<file path="src/hw/rtl/joystick_frame_aggregator_top_macros.svh">
// Assertion macros for the joystick frame aggregator.
// Used by the top level; expects signals clk and rst_n in scope.
`ifndef JOYSTICK_FRAME_AGGREGATOR_TOP_MACROS_SVH
`define JOYSTICK_FRAME_AGGREGATOR_TOP_MACROS_SVH

// Same-cycle implication, checked outside reset
`define JFA_ASSERT_NOW(lbl, ante, cons, msg) \
    lbl: assert property (@(posedge clk) disable iff (!rst_n) (ante) |-> (cons)) \
        else $error(msg);

// Next-cycle implication, checked outside reset
`define JFA_ASSERT_NEXT(lbl, ante, cons, msg) \
    lbl: assert property (@(posedge clk) disable iff (!rst_n) (ante) |=> (cons)) \
        else $error(msg);

`endif

</file>
<file path="src/hw/rtl/jfa_pkg.sv">
// Shared types and constants of the joystick frame aggregator.
// Used by jfa_lane, jfa_queue and joystick_frame_aggregator_top.
`timescale 1ns / 1ps
`default_nettype none

package jfa_pkg;

    localparam int TIME_W   = 32;
    localparam int PERIOD_W = 10;
    localparam int BYTE_W   = 8;
    localparam int CFG_IDX_W = 2;
    localparam int QAW      = 2;
    localparam int QDEPTH   = 1 << QAW;
    localparam int QCNT_W   = QAW + 1;

    // Switch byte direction bits
    localparam int DIR_UP_BIT    = 5;
    localparam int DIR_DOWN_BIT  = 4;
    localparam int DIR_LEFT_BIT  = 3;
    localparam int DIR_RIGHT_BIT = 2;

    localparam logic [BYTE_W-1:0] BTN_MASK   = 8'h80;
    localparam logic [BYTE_W-1:0] HIST_RESET = 8'hFF;

    localparam logic [PERIOD_W-1:0] PERIOD_RESET = 10'd16;

    // Configuration register indexes
    typedef enum logic [CFG_IDX_W-1:0] {
        REG_P2_ENABLE = 2'd0,
        REG_PERIOD    = 2'd1,
        REG_P1_PREFIX = 2'd2,
        REG_P2_PREFIX = 2'd3
    } jfa_reg_t;

    // One outgoing packet
    typedef struct packed {
        logic              player_index;
        logic [BYTE_W-1:0] command_byte;
        logic [BYTE_W-1:0] switch_byte;
        logic [BYTE_W-1:0] button_byte;
        logic              last_packet;
    } jfa_pkt_t;

    // What a lane found for one poll
    typedef struct packed {
        logic     send;
        jfa_pkt_t pkt;
    } jfa_lane_res_t;

    // Queue status seen by the top level
    typedef struct packed {
        logic              full;
        logic [QCNT_W-1:0] count;
    } jfa_q_status_t;

endpackage

`default_nettype wire

</file>
<file path="src/hw/rtl/joystick_frame_aggregator_top.sv">
// Top level of the joystick frame aggregator: configuration registers,
// two player lanes and the packet queue. Depends on jfa_pkg, jfa_lane,
// jfa_queue and joystick_frame_aggregator_top_macros.svh.
`timescale 1ns / 1ps
`default_nettype none

// Each accepted poll merges both players' switch bytes, one lane per player
// (the second only while enabled), and emits zero, one or two packets (player
// one first, the final packet of the poll flagged by last_packet). A poll is
// accepted in any cycle in which the four-entry packet queue has room for two
// packets, even while the output is stalled. Packets leave at one per cycle
// while out_stall is low; the single read port of the packet queue sets that
// rate. Configuration writes take effect on the next cycle.
module joystick_frame_aggregator_top (
    input  wire logic                           clk,
    input  wire logic                           rst_n,
    // configuration port
    input  wire logic                           cfg_wr_en,
    input  wire logic [jfa_pkg::CFG_IDX_W-1:0]  cfg_index,
    input  wire logic [jfa_pkg::PERIOD_W-1:0]   cfg_data,
    // poll input
    input  wire logic                           in_valid,
    output logic                                in_stall,
    input  wire logic [jfa_pkg::TIME_W-1:0]     now_ms,
    input  wire logic [jfa_pkg::BYTE_W-1:0]     first_player_dir_byte,
    input  wire logic [jfa_pkg::BYTE_W-1:0]     first_player_btn_byte,
    input  wire logic [jfa_pkg::BYTE_W-1:0]     second_player_dir_byte,
    input  wire logic [jfa_pkg::BYTE_W-1:0]     second_player_btn_byte,
    // packet output
    output logic                                out_valid,
    input  wire logic                           out_stall,
    output logic                                player_index,
    output logic [jfa_pkg::BYTE_W-1:0]          command_byte,
    output logic [jfa_pkg::BYTE_W-1:0]          switch_byte,
    output logic [jfa_pkg::BYTE_W-1:0]          button_byte,
    output logic                                last_packet
);
    import jfa_pkg::*;

    `include "joystick_frame_aggregator_top_macros.svh"

    logic                p2_enable_reg;
    logic [PERIOD_W-1:0] period_reg;
    logic [BYTE_W-1:0]   p1_prefix_reg;
    logic [BYTE_W-1:0]   p2_prefix_reg;

    logic          accept;
    logic          pop;
    jfa_lane_res_t res0, res1;
    jfa_pkt_t      head;
    jfa_q_status_t q_status;

    // Decode configuration writes
    always_ff @(posedge clk or negedge rst_n)
    begin
        if (!rst_n)
        begin
            p2_enable_reg <= 1'b1;
            period_reg    <= PERIOD_RESET;
            p1_prefix_reg <= '0;
            p2_prefix_reg <= '0;
        end
        else if (cfg_wr_en)
        begin
            unique case (jfa_reg_t'(cfg_index))
                REG_P2_ENABLE: p2_enable_reg <= cfg_data[0];
                REG_PERIOD:    period_reg    <= cfg_data;
                REG_P1_PREFIX: p1_prefix_reg <= cfg_data[BYTE_W-1:0];
                REG_P2_PREFIX: p2_prefix_reg <= cfg_data[BYTE_W-1:0];
                default:       ;
            endcase
        end
    end

    // Accept a poll while the queue has room for two packets
    assign in_stall = q_status.full;
    assign accept   = in_valid && !in_stall;

    jfa_lane u_lane0 (
        .clk       (clk),
        .rst_n     (rst_n),
        .step      (accept),
        .player_id (1'b0),
        .now_ms    (now_ms),
        .dir_byte  (first_player_dir_byte),
        .btn_byte  (first_player_btn_byte),
        .period    (period_reg),
        .prefix    (p1_prefix_reg),
        .res       (res0)
    );

    jfa_lane u_lane1 (
        .clk       (clk),
        .rst_n     (rst_n),
        .step      (accept && p2_enable_reg),
        .player_id (1'b1),
        .now_ms    (now_ms),
        .dir_byte  (second_player_dir_byte),
        .btn_byte  (second_player_btn_byte),
        .period    (period_reg),
        .prefix    (p2_prefix_reg),
        .res       (res1)
    );

    jfa_queue u_queue (
        .clk        (clk),
        .rst_n      (rst_n),
        .res0       (res0),
        .res1       (res1),
        .pop        (pop),
        .head       (head),
        .head_valid (out_valid),
        .status     (q_status)
    );

    // Drive the output item from the queue head
    assign pop          = out_valid && !out_stall;
    assign player_index = head.player_index;
    assign command_byte = head.command_byte;
    assign switch_byte  = head.switch_byte;
    assign button_byte  = head.button_byte;
    assign last_packet  = head.last_packet;

    `JFA_ASSERT_NOW(a_room_on_accept, accept, q_status.count <= QCNT_W'(QDEPTH - 2), "poll accepted without room for two packets")
    `JFA_ASSERT_NOW(a_p2_silent_when_off, !p2_enable_reg, !res1.send, "disabled second player produced a packet")
    `JFA_ASSERT_NEXT(a_no_drop_on_stall, out_valid && out_stall, out_valid, "queued packet lost while stalled")

endmodule

`default_nettype wire

</file>
<file path="src/hw/rtl/jfa_lane.sv">
// One player lane: merges switch bytes into the frame buffer, checks the
// deadline and the repeat history, and produces that player's packet.
// Depends on jfa_pkg.
`timescale 1ns / 1ps
`default_nettype none

module jfa_lane (
    input  wire logic                         clk,
    input  wire logic                         rst_n,
    input  wire logic                         step,
    input  wire logic                         player_id,
    input  wire logic [jfa_pkg::TIME_W-1:0]   now_ms,
    input  wire logic [jfa_pkg::BYTE_W-1:0]   dir_byte,
    input  wire logic [jfa_pkg::BYTE_W-1:0]   btn_byte,
    input  wire logic [jfa_pkg::PERIOD_W-1:0] period,
    input  wire logic [jfa_pkg::BYTE_W-1:0]   prefix,
    output jfa_pkg::jfa_lane_res_t            res
);
    import jfa_pkg::*;

    logic [BYTE_W-1:0] dir_buf_reg, dir_buf_next;
    logic [BYTE_W-1:0] btn_buf_reg, btn_buf_next;
    logic [BYTE_W-1:0] dir_last_reg, btn_last_reg;
    logic [BYTE_W-1:0] dir_before_reg, btn_before_reg;
    logic [TIME_W-1:0] deadline_reg, deadline_next;

    logic [BYTE_W-1:0] d_clean;
    logic [BYTE_W-1:0] merged_dir;
    logic [BYTE_W-1:0] merged_btn;
    logic              due;
    logic              repeat_pkt;
    logic              send;

    // Drop opposing directions pressed together, then merge into the buffer
    always_comb
    begin
        d_clean = dir_byte;
        if (d_clean[DIR_UP_BIT] && d_clean[DIR_DOWN_BIT])
        begin
            d_clean[DIR_UP_BIT]   = 1'b0;
            d_clean[DIR_DOWN_BIT] = 1'b0;
        end
        if (d_clean[DIR_LEFT_BIT] && d_clean[DIR_RIGHT_BIT])
        begin
            d_clean[DIR_LEFT_BIT]  = 1'b0;
            d_clean[DIR_RIGHT_BIT] = 1'b0;
        end
        merged_dir = dir_buf_reg | d_clean;
        if (d_clean[DIR_UP_BIT])    merged_dir[DIR_DOWN_BIT]  = 1'b0;
        if (d_clean[DIR_DOWN_BIT])  merged_dir[DIR_UP_BIT]    = 1'b0;
        if (d_clean[DIR_LEFT_BIT])  merged_dir[DIR_RIGHT_BIT] = 1'b0;
        if (d_clean[DIR_RIGHT_BIT]) merged_dir[DIR_LEFT_BIT]  = 1'b0;
        merged_btn = btn_buf_reg | btn_byte;
    end

    // Deadline check and repeat suppression
    assign due        = (now_ms >= deadline_reg);
    assign repeat_pkt = (dir_last_reg == dir_before_reg) && (dir_last_reg == merged_dir) &&
                        (btn_last_reg == btn_before_reg) && (btn_last_reg == merged_btn);
    assign send       = step && due && !repeat_pkt;

    // Buffer and deadline next values
    always_comb
    begin
        dir_buf_next  = dir_buf_reg;
        btn_buf_next  = btn_buf_reg;
        deadline_next = deadline_reg;
        if (step)
        begin
            if (due)
            begin
                dir_buf_next  = '0;
                btn_buf_next  = '0;
                deadline_next = now_ms + {{(TIME_W-PERIOD_W){1'b0}}, period};
            end
            else
            begin
                dir_buf_next = merged_dir;
                btn_buf_next = merged_btn;
            end
        end
    end

    // Hold lane state
    always_ff @(posedge clk or negedge rst_n)
    begin
        if (!rst_n)
        begin
            dir_buf_reg    <= '0;
            btn_buf_reg    <= '0;
            dir_last_reg   <= HIST_RESET;
            btn_last_reg   <= HIST_RESET;
            dir_before_reg <= HIST_RESET;
            btn_before_reg <= HIST_RESET;
            deadline_reg   <= '0;
        end
        else
        begin
            dir_buf_reg  <= dir_buf_next;
            btn_buf_reg  <= btn_buf_next;
            deadline_reg <= deadline_next;
            if (send)
            begin
                dir_before_reg <= dir_last_reg;
                btn_before_reg <= btn_last_reg;
                dir_last_reg   <= merged_dir;
                btn_last_reg   <= merged_btn;
            end
        end
    end

    // Packet for the merging stage
    always_comb
    begin
        res.send             = send;
        res.pkt.player_index = player_id;
        res.pkt.command_byte = prefix;
        res.pkt.switch_byte  = merged_dir;
        res.pkt.button_byte  = merged_btn & BTN_MASK;
        res.pkt.last_packet  = 1'b0;
    end

endmodule

`default_nettype wire

</file>
<file path="src/hw/rtl/jfa_queue.sv">
// Merging stage: orders the packets of both lanes, marks the final one of a
// poll and queues them for the output port. Depends on jfa_pkg.
`timescale 1ns / 1ps
`default_nettype none

module jfa_queue (
    input  wire logic                   clk,
    input  wire logic                   rst_n,
    input  wire jfa_pkg::jfa_lane_res_t res0,
    input  wire jfa_pkg::jfa_lane_res_t res1,
    input  wire logic                   pop,
    output jfa_pkg::jfa_pkt_t           head,
    output logic                        head_valid,
    output jfa_pkg::jfa_q_status_t      status
);
    import jfa_pkg::*;

    jfa_pkt_t mem [QDEPTH];

    logic [QAW-1:0]    wr_ptr_reg, wr_ptr_next;
    logic [QAW-1:0]    rd_ptr_reg, rd_ptr_next;
    logic [QCNT_W-1:0] count_reg, count_next;
    logic [QCNT_W-1:0] push_n;
    logic [QAW-1:0]    wr_ptr_plus1;
    jfa_pkt_t          first_pkt, second_pkt;

    function automatic logic [QAW-1:0] wr_ptr_rel(input logic [QAW-1:0] p);
        wr_ptr_rel = p + {{(QAW-1){1'b0}}, 1'b1};
    endfunction

    // Order packets: player one first, final one carries the last mark
    always_comb
    begin
        first_pkt             = res0.send ? res0.pkt : res1.pkt;
        first_pkt.last_packet = !(res0.send && res1.send);
        second_pkt             = res1.pkt;
        second_pkt.last_packet = 1'b1;
    end

    assign push_n       = {{(QCNT_W-1){1'b0}}, res0.send} + {{(QCNT_W-1){1'b0}}, res1.send};
    assign wr_ptr_plus1 = wr_ptr_rel(wr_ptr_reg);
    assign wr_ptr_next  = wr_ptr_reg + push_n[QAW-1:0];
    assign rd_ptr_next  = pop ? rd_ptr_reg + {{(QAW-1){1'b0}}, 1'b1} : rd_ptr_reg;
    assign count_next   = count_reg + push_n - {{(QCNT_W-1){1'b0}}, pop};

    // Write the packets of one poll
    always_ff @(posedge clk)
    begin
        if (res0.send || res1.send)
            mem[wr_ptr_reg] <= first_pkt;
        if (res0.send && res1.send)
            mem[wr_ptr_plus1] <= second_pkt;
    end

    // Advance pointers and fill count
    always_ff @(posedge clk or negedge rst_n)
    begin
        if (!rst_n)
        begin
            wr_ptr_reg <= '0;
            rd_ptr_reg <= '0;
            count_reg  <= '0;
        end
        else
        begin
            wr_ptr_reg <= wr_ptr_next;
            rd_ptr_reg <= rd_ptr_next;
            count_reg  <= count_next;
        end
    end

    assign head       = mem[rd_ptr_reg];
    assign head_valid = (count_reg != '0);
    assign status     = '{full: (count_reg > QCNT_W'(QDEPTH - 2)), count: count_reg};

endmodule

`default_nettype wire

</file>
<file path="config.mk">
export PLATFORM = sky130hd
export DESIGN_NAME = joystick_frame_aggregator_top
export DESIGN_NICKNAME = d
export VERILOG_FILES = /design/src/hw/rtl/jfa_pkg.sv /design/src/hw/rtl/joystick_frame_aggregator_top.sv /design/src/hw/rtl/jfa_lane.sv /design/src/hw/rtl/jfa_queue.sv
export VERILOG_INCLUDE_DIRS = /design/src /design/src/hw/rtl
export SDC_FILE = /design/constraint.sdc
export NUM_CORES = 1
export LEC_CHECK = 0
export BUFFER_PORTS_ARGS = -buffer_cell sky130_fd_sc_hd__buf_2
export CAP_MARGIN = 20
export CORE_AREA = 8 8 203 186
export DETAILED_ROUTE_END_ITERATION = 6
export DIE_AREA = 0 0 211 194
export PLACE_DENSITY = 0.67
export SLEW_MARGIN = 10
export SYNTH_ARGS = -nofsm -noshare
export SYNTH_HDL_FRONTEND = slang
export SYNTH_HIERARCHICAL = 1
export SYNTH_SLANG_ARGS = --single-unit
export TNS_END_PERCENT = 1
</file>
<file path="constraint.sdc">
create_clock -name clk -period 6.4 [get_ports clk]
set_clock_uncertainty 0.1 [all_clocks]
set_input_delay 0.32 -clock clk [delete_from_list [all_inputs] [get_ports clk]]
set_output_delay 0.32 -clock clk [all_outputs]
set_load 0.01 [all_outputs]
</file>
# After elaboration in Yosys (flattened, before gate mapping)
# Memories as Yosys holds them, arrays and structs flattened.
# Index checks and enable logic that the tools add are counted.
[totals]
output_inout_bits = 28
romBits = 0
elab_cells = 100
ram_bits = 104
in_bits = 81
ff_bits = 194
n_memories = 1
latch_bits = 0
[memory_table]
columns = ["name", "words", "word_bits", "rd", "rd_clocked_by_memory_dff", "wr", "line_no", "source"]
rows = [
  ["u_queue.mem", 4, 26, 1, 0, 2, "jfa_queue.sv:18", "jfa_pkt_t mem [QDEPTH];"],
]
[op_classes]
mux = 21
eq_ne = 11
reduce_logical = 32
n_addsub = 7
bitwise_logic = 4
shifts = 0
n_div = 0
n_lt_le_gt_ge = 3
n_mul = 0
[ops]
columns = ["operator", "n"]
rows = [
  ["== test 8 bit", 8],
  [">= comparator 32 bit", 2],
  ["adder 32 x 10 -> 32 bit", 1],
  ["two-way mux 8 bit", 4],
  ["bitwise OR 8 bit", 4],
  ["two-way mux 26 bit", 1],
  ["logical AND 1 bit", 18],
  ["two-way mux 1 bit", 12],
  ["AND reduction 2 bit", 6],
  ["two-way mux 2 bit", 4],
  ["zero test 1 bit", 5],
  ["adder 2 x 1 -> 2 bit, second input constant", 2],
  ["== test 2 bit, second input constant", 2],
  ["adder 3 bit", 1],
  ["greater-than comparator 3 x 2 -> 1 bit, second input constant", 1],
  ["nonzero test 3 bit", 1],
  ["subtractor 3 x 1 -> 3 bit", 1],
  ["adder 1 x 1 -> 2 bit", 1],
  ["adder 2 bit", 1],
  ["== test 2 x 1 -> 1 bit, second input constant", 1],
  ["zero test 2 bit", 1],
  ["logical OR 1 bit", 1],
]

# Depth between registers and ports, before layout
# Gate-level depths: netlist of run 1.
[depth]
ltp_word = 13
depth_mapped = 20

# Hierarchy
# The synthesis of run 1 kept the hierarchy.
[modules_own_cells]
columns = ["module", "cells_per_inst", "area_per_inst_um2", "n_inst"]
rows = [
  ["jfa_queue", 325, 5348.9, 1],
  ["jfa_lane (u_lane0)", 553, 5256.3, 1],
  ["jfa_lane (u_lane1)", 510, 5251.3, 1],
  ["joystick_frame_aggregator_top", 64, 1056.0, 1],
]

# Worst setup path after synthesis of run 1
# OpenSTA, ideal clock, no wires.
[synth_timing]
path_type = "flip-flop to flip-flop"
start = "reg u_queue.count_reg[0]"
end = "mem u_queue/mem[0][10] (netlist name), enable pin"
n_path_buf = 4
setup_ps = 442
slack_ps = 1188
t_required_ps = 5858
t_arrival_ps = 4670
path_stages_with_launch = 15
cell_sequence = "dfrtp_1 -> a21o_1 -> nor2b_1 -> and2_1 -> clkbuf_1 -> inv_1 -> a211o_1 -> a21oi_2 -> buf_6 -> buf_4 -> inv_1 -> ha_1 -> or2_1 -> buf_2 -> o21ai_0"
[synth_lines]
columns = ["element", "line_no", "source"]
rows = [
  ["from (decl)", "jfa_queue.sv:22", "logic [QCNT_W-1:0] count_reg, count_next;"],
  ["from (signal assigned)", "jfa_queue.sv:68", "count_reg <= count_next;"],
  ["to (decl)", "jfa_queue.sv:18", ""],
]

==> flow_metrics.tcl, run 1 <==
set metrics [dict create \
    grt_pass1_vias 11500 \
    intPower_w 0.00522 \
    wirelength_um 39300 \
    highest_layer "met5" \
    p_per_area_nw_per_um2 418 \
    num_io_pins 109 \
    rows 65 \
    p_comb_frac 0.352 \
    register_area_um2 8020 \
    fin_area_um2 19100 \
    tightest_slew_ns 1.19 \
    cts_resized 0 \
    ctsHtreeMaxLevel 2 \
    place_hpwl_um 26800 \
    clock_latency_ns 0.52 \
    rsz0062_at_grt "false" \
    die_h_um 194 \
    final.setup.tns_ns 0 \
    placed_area_um2 17700 \
    netlist_area_um2 16900 \
    layout_commonest_cell "dfrtp_1" \
    drv_cap 0 \
    syn_inst 1450 \
    hold_violations 0 \
    cp.required_ns 6.66 \
    syn_to_final_growth_pct 12.8 \
    cp-start-kind "flop" \
    cts_buffer_depth 3 \
    ys_warn_count 6 \
    crit_type "flop to flop" \
    ant_nets 0 \
    port_buffers 108 \
    fin_nets 1735 \
    critPathMaxFanout 32 \
    cts-root-buf "clkbuf_16" \
    die_w_um 211 \
    slew-limit-headroom 0.204 \
    cts_buffers 35 \
    ir_drop_mv 0.201 \
    grt_pass1_wl_um 63300 \
    outcome "complete, no violations" \
    wl_met3_um 2080 \
    setup_ws_ns 1.54 \
    hold_path_class "input pin to flop" \
    sequentialPowerShare 0.404 \
    cts_tree "built" \
    grt_usage 0.189 \
    setup_viol 0 \
    layout-drive-gt1-share 0.249 \
    cts_sinks 298 \
    grt_antenna_before_repair 4 \
    max_freq_ghz 0.206 \
    drc 0 \
    crit_arrival_ns 5.12 \
    multi_input_comb_area_um2 7950 \
    sw_frac_of_total 0.345 \
    via_per_inst 5.53 \
    grt_overflow_total 0 \
    pre_cts_ws_ns 1.48 \
    clockPowerShare 0.244 \
    gp_congestion 0.843 \
    drt-initial-drc-count 643 \
    wl_per_cell_um 19.1 \
    layout_common_cells "127 x dfrtp_1, 110 x inv_1, 107 x buf_2" \
    nFillCells 2918 \
    grt_max_degree 153 \
    p_sw_w 0.00274 \
    dr_wl_met2_um 18600 \
    period_needed_ns 4.86 \
    die_area_um2 40900 \
    drt_first_pass_iters 5 \
    wl_met1_um 18000 \
    p_leak_nw 7.95 \
    min_period_over_period 0.760 \
    routed-via-count 11400 \
    largest_reg_flops 104 \
    drv_slew 0 \
    path_clk_slew_ns 0.06 \
    core-area_um2 34400 \
    initial_utilization 0.491 \
    synth_area_per_cell_um2 11.7 \
    cp-end-kind "flop" \
]
[critical path, cell delays in order (launching register included)]
cell     delay [ns]
dfrtp_1        0.39
a21o_1         0.20
nor2b_2        0.13
and2_1         0.68
inv_1          0.31
a211o_1        0.42
a21oi_4        0.16
buf_4          0.41
inv_1          0.10
ha_1           0.32
inv_1          0.17
and4_1         1.02
a22o_1         0.29
[worst paths after layout]
| check | startpoint | end | cells after the start | slack (ns) |
|---|---|---|---|---|
| min reg2reg | u_lane0/btn_last_reg[6] | u_lane0/btn_last_reg[6] | 2 | 0.39 |
| max reg2reg | u_queue/count_reg[0] | u_queue/mem[1][21] | 12 | 1.54 |
| min in group asynchronous | rst_n | u_lane0/dir_buf_reg[2] | 2 | 0.20 |
| max in group asynchronous | rst_n | u_queue/rd_ptr_reg[0] | 3 | 4.79 |
| max | u_queue/count_reg[0] | u_queue/mem[1][21] | 12 | 1.54 |
| min | cfg_data[5] | p2_prefix_reg[5] | 2 | 0.01 |
[per-stage QoR]
| step | total power [W] | util | hold WS [ns] | std cells |
|---|---|---|---|---|
| after floorplan | 0.00526 | - | -0.0756 | 1462 |
| after global placement | 0.00594 | 0.514 | 0.176 | 1966 |
| after detailed placement | 0.00604 | 0.514 | 0.180 | 1966 |
| after CTS | 0.00804 | 0.554 | 0.00177 | 2057 |
| after global routing | 0.00850 | 0.554 | 0.00528 | 2057 |
| final | 0.00797 | 0.554 | 0.0116 | 2058 |
[cell type report]
type	count	area share
Tap cell	469	0.0308
Inverter	111	0.0219
Timing Repair Buffer	153	0.0507
Clock inverter	12	0.00637
Clock buffer	52	0.0524
Sequential cell	298	0.421
Multi-Input combinational cell	962	0.417
Antenna cell	1	0.000131
[timing repair]
item | CTS | global route
hold buffers | 27 | 0
buffers inserted | 0 | 0
setup endpoints to repair | 0 | 0
endpoints found under the hold margin | 68 | 0
[per-layer routing]
layer  global-route usage  vias to the layer above
met1                0.260                     5589
met5                    0                        -
met3               0.0335                       52
met2                0.311                      284
met4               0.0386                        6
li1                     -                     5460
[power groups by stage]
| stage | clock network, W | logic (W) | registers (W) |
|---|---|---|---|
| 6_report | 0.00194 | 0.00280 | 0.00322 |
| 3_3_place_gp | 0 | 0.00272 | 0.00322 |
| 5_1_grt | 0.00207 | 0.00312 | 0.00331 |
| 4_1_cts | 0.00199 | 0.00282 | 0.00322 |
| 2_1_floorplan | 0 | 0.00221 | 0.00305 |
| 3_5_place_dp | 0 | 0.00279 | 0.00325 |
No activity file was read; power rests on OpenSTA's default activity.
==> run 2: changes to the inputs <==
==> constraint.sdc (replaced) <==
create_clock -name clk -period 4.63 [get_ports clk]
set_clock_uncertainty 0.1 [all_clocks]
set_input_delay 0.2315 -clock clk [delete_from_list [all_inputs] [get_ports clk]]
set_output_delay 0.2315 -clock clk [all_outputs]
set_load 0.01 [all_outputs]
==> flow_metrics.tcl, run 2 (same netlist as run 1, synthesis figures left out) <==
set metrics [dict create \
    setup_viol 0 \
    fin_area_um2 19200 \
    layout_common_cells "127 x dfrtp_1, 110 x inv_1, 107 x buf_2" \
    die_area_um2 40900 \
    final_util 0.559 \
    die_h_um 194 \
    hold_path_class "input pin to flop" \
    via_per_inst 5.53 \
    cts_buffers 35 \
    gp_congestion 0.864 \
    grt_max_degree 95 \
    power.total_w 0.0110 \
    tightest_slew_ns 1.13 \
    grt_use_met3 0.0402 \
    outcome "complete, no violations" \
    whs_ns 0.0245 \
    grt_antenna_before_repair 6 \
    crit_arrival_ns 4.46 \
    slew-limit-headroom 0.245 \
    layout_commonest_cell "dfrtp_1" \
    drv_cap 0 \
    ir_drop_mv 0.262 \
    ant_nets 0 \
    cp-start-kind "flop" \
    rsz0062_at_grt "false" \
    hold_violations 0 \
    grt_usage 0.193 \
    cp.required_ns 4.90 \
    place_hpwl_um 27400 \
    layout-drive-gt1-share 0.248 \
    routed-via-count 11500 \
    grt_pass1_wl_um 63900 \
    wl_per_cell_um 19.3 \
    cts_tree "built" \
    grtUsageMet2 0.312 \
    core-area_um2 34400 \
    grt-busiest-layer "met2" \
    drt_first_pass_iters 5 \
    min_period_over_period 0.905 \
    grt.met1_usage 0.257 \
    num_io_pins 109 \
    p_per_area_nw_per_um2 571 \
    fin_nets 1752 \
    dp.cells 1972 \
    drv_slew 0 \
    initial_utilization 0.491 \
    nFillCells 2916 \
    grt_overflow_total 0 \
    critPathMaxFanout 25 \
    drc 0 \
    cts-root-buf "clkbuf_16" \
    crit_type "flop to flop" \
    period_needed_ns 4.19 \
    cts_sinks 298 \
    clock_latency_ns 0.51 \
    p_leak_nw 8.02 \
    die_w_um 211 \
    stdcell_count 2074 \
    grt_pass1_vias 11800 \
    port_buffers 108 \
    wirelength_um 40000 \
    cp-end-kind "flop" \
    ctsHtreeMaxLevel 2 \
    path_clk_slew_ns 0.05 \
    largest_reg_flops 104 \
    placed_area_um2 17700 \
    max_freq_ghz 0.239 \
    drt-initial-drc-count 685 \
    rows 65 \
    syn_to_final_growth_pct 13.7 \
    cts_buffer_depth 3 \
]
-- run 2: cell types whose count changed in the layout (fill, tap and decap cells not counted) --
cell | before | now
clkbuf_16 | 35 | 37
bufinv_16 | 2 | 1
buf_4 | 17 | 22
buf_16 | 0 | 1
buf_12 | 1 | 2
clkinv_2 | 5 | 3
clkinv_4 | 0 | 1
clkbuf_1 | 11 | 12
clkbuf_8 | 7 | 4
diode_2 | 1 | 3
clkinv_1 | 1 | 3
inv_6 | 3 | 0
dlygate4sd3_1 | 27 | 37
-- run 2: routing by layer --
layer | share of wire | vias to the layer above
met3 | 0.054 | 69
met1 | 0.45 | 5648
met2 | 0.46 | 267
li1 | - | 5487
met4 | 0.027 | 6
met5 | 0.0010 | -
-- run 2: cell type report --
cell class / instances / area (µm²) / share of cell area
sequential: 298 / 8020 / 0.417
multi-input combinational: 962 / 7950 / 0.414
timing repair buffer: 170 / 1150 / 0.0600
clock buffer: 52 / 1010 / 0.0527
tap: 469 / 587 / 0.0305
inverter: 111 / 417 / 0.0217
clock inverter: 9 / 71.3 / 0.00371
antenna: 3 / 7.51 / 0.000391
-- run 2: path summary, 6_finish.rpt --
check	startpoint	end	slack, ns	depth (start not counted)
worst max-delay path	u_lane0/deadline_reg[13]	u_queue/mem[3][12]	0.44	14
worst max register to register	u_lane0/deadline_reg[13]	u_queue/mem[3][12]	0.44	14
max in group asynchronous	rst_n	u_lane1/deadline_reg[8]	3.16	3
worst min register to register	u_lane1/btn_last_reg[6]	u_lane1/btn_last_reg[6]	0.39	2
min in group asynchronous	rst_n	u_lane1/btn_buf_reg[2]	0.26	2
worst min-delay path	now_ms[28]	u_lane0/deadline_reg[28]	0.02	3
-- run 2: per-stage QoR --
stage	TNS, ns	worst slack, ns
2_1_floorplan	-2.11	-0.0843
3_3_place_gp	0	0.474
3_5_place_dp	0	0.428
4_1_cts	0	0.440
5_1_grt	0	0.188
6_report	0	0.438
-- run 2: critical path, stage by stage, from the launching register on --
cell	delay, ns
dfrtp_1	0.35
inv_1	0.05
ha_1	0.28
nand4_1	0.18
or3_1	0.43
a211oi_1	0.21
or4_1	0.19
a22o_2	0.16
o41a_4	0.21
inv_1	0.12
ha_1	0.22
buf_4	0.17
or3b_4	0.43
a21oi_4	0.69
a22o_1	0.25
-- run 2: repair_timing --
action | 4_1_cts | 5_1_grt
endpoints found under the hold margin | 126 | 0
resized for setup | 0 | 0
buffers inserted | 0 | 0
hold buffers | 37 | 0
-- run 2: where the power goes --
part	total (W)	leakage (nW)	switching, W	internal [W]
registers	0.00445	3.17	0.000661	0.00379
logic	0.00391	4.32	0.00207	0.00184
clock network	0.00262	0.531	0.00105	0.00157
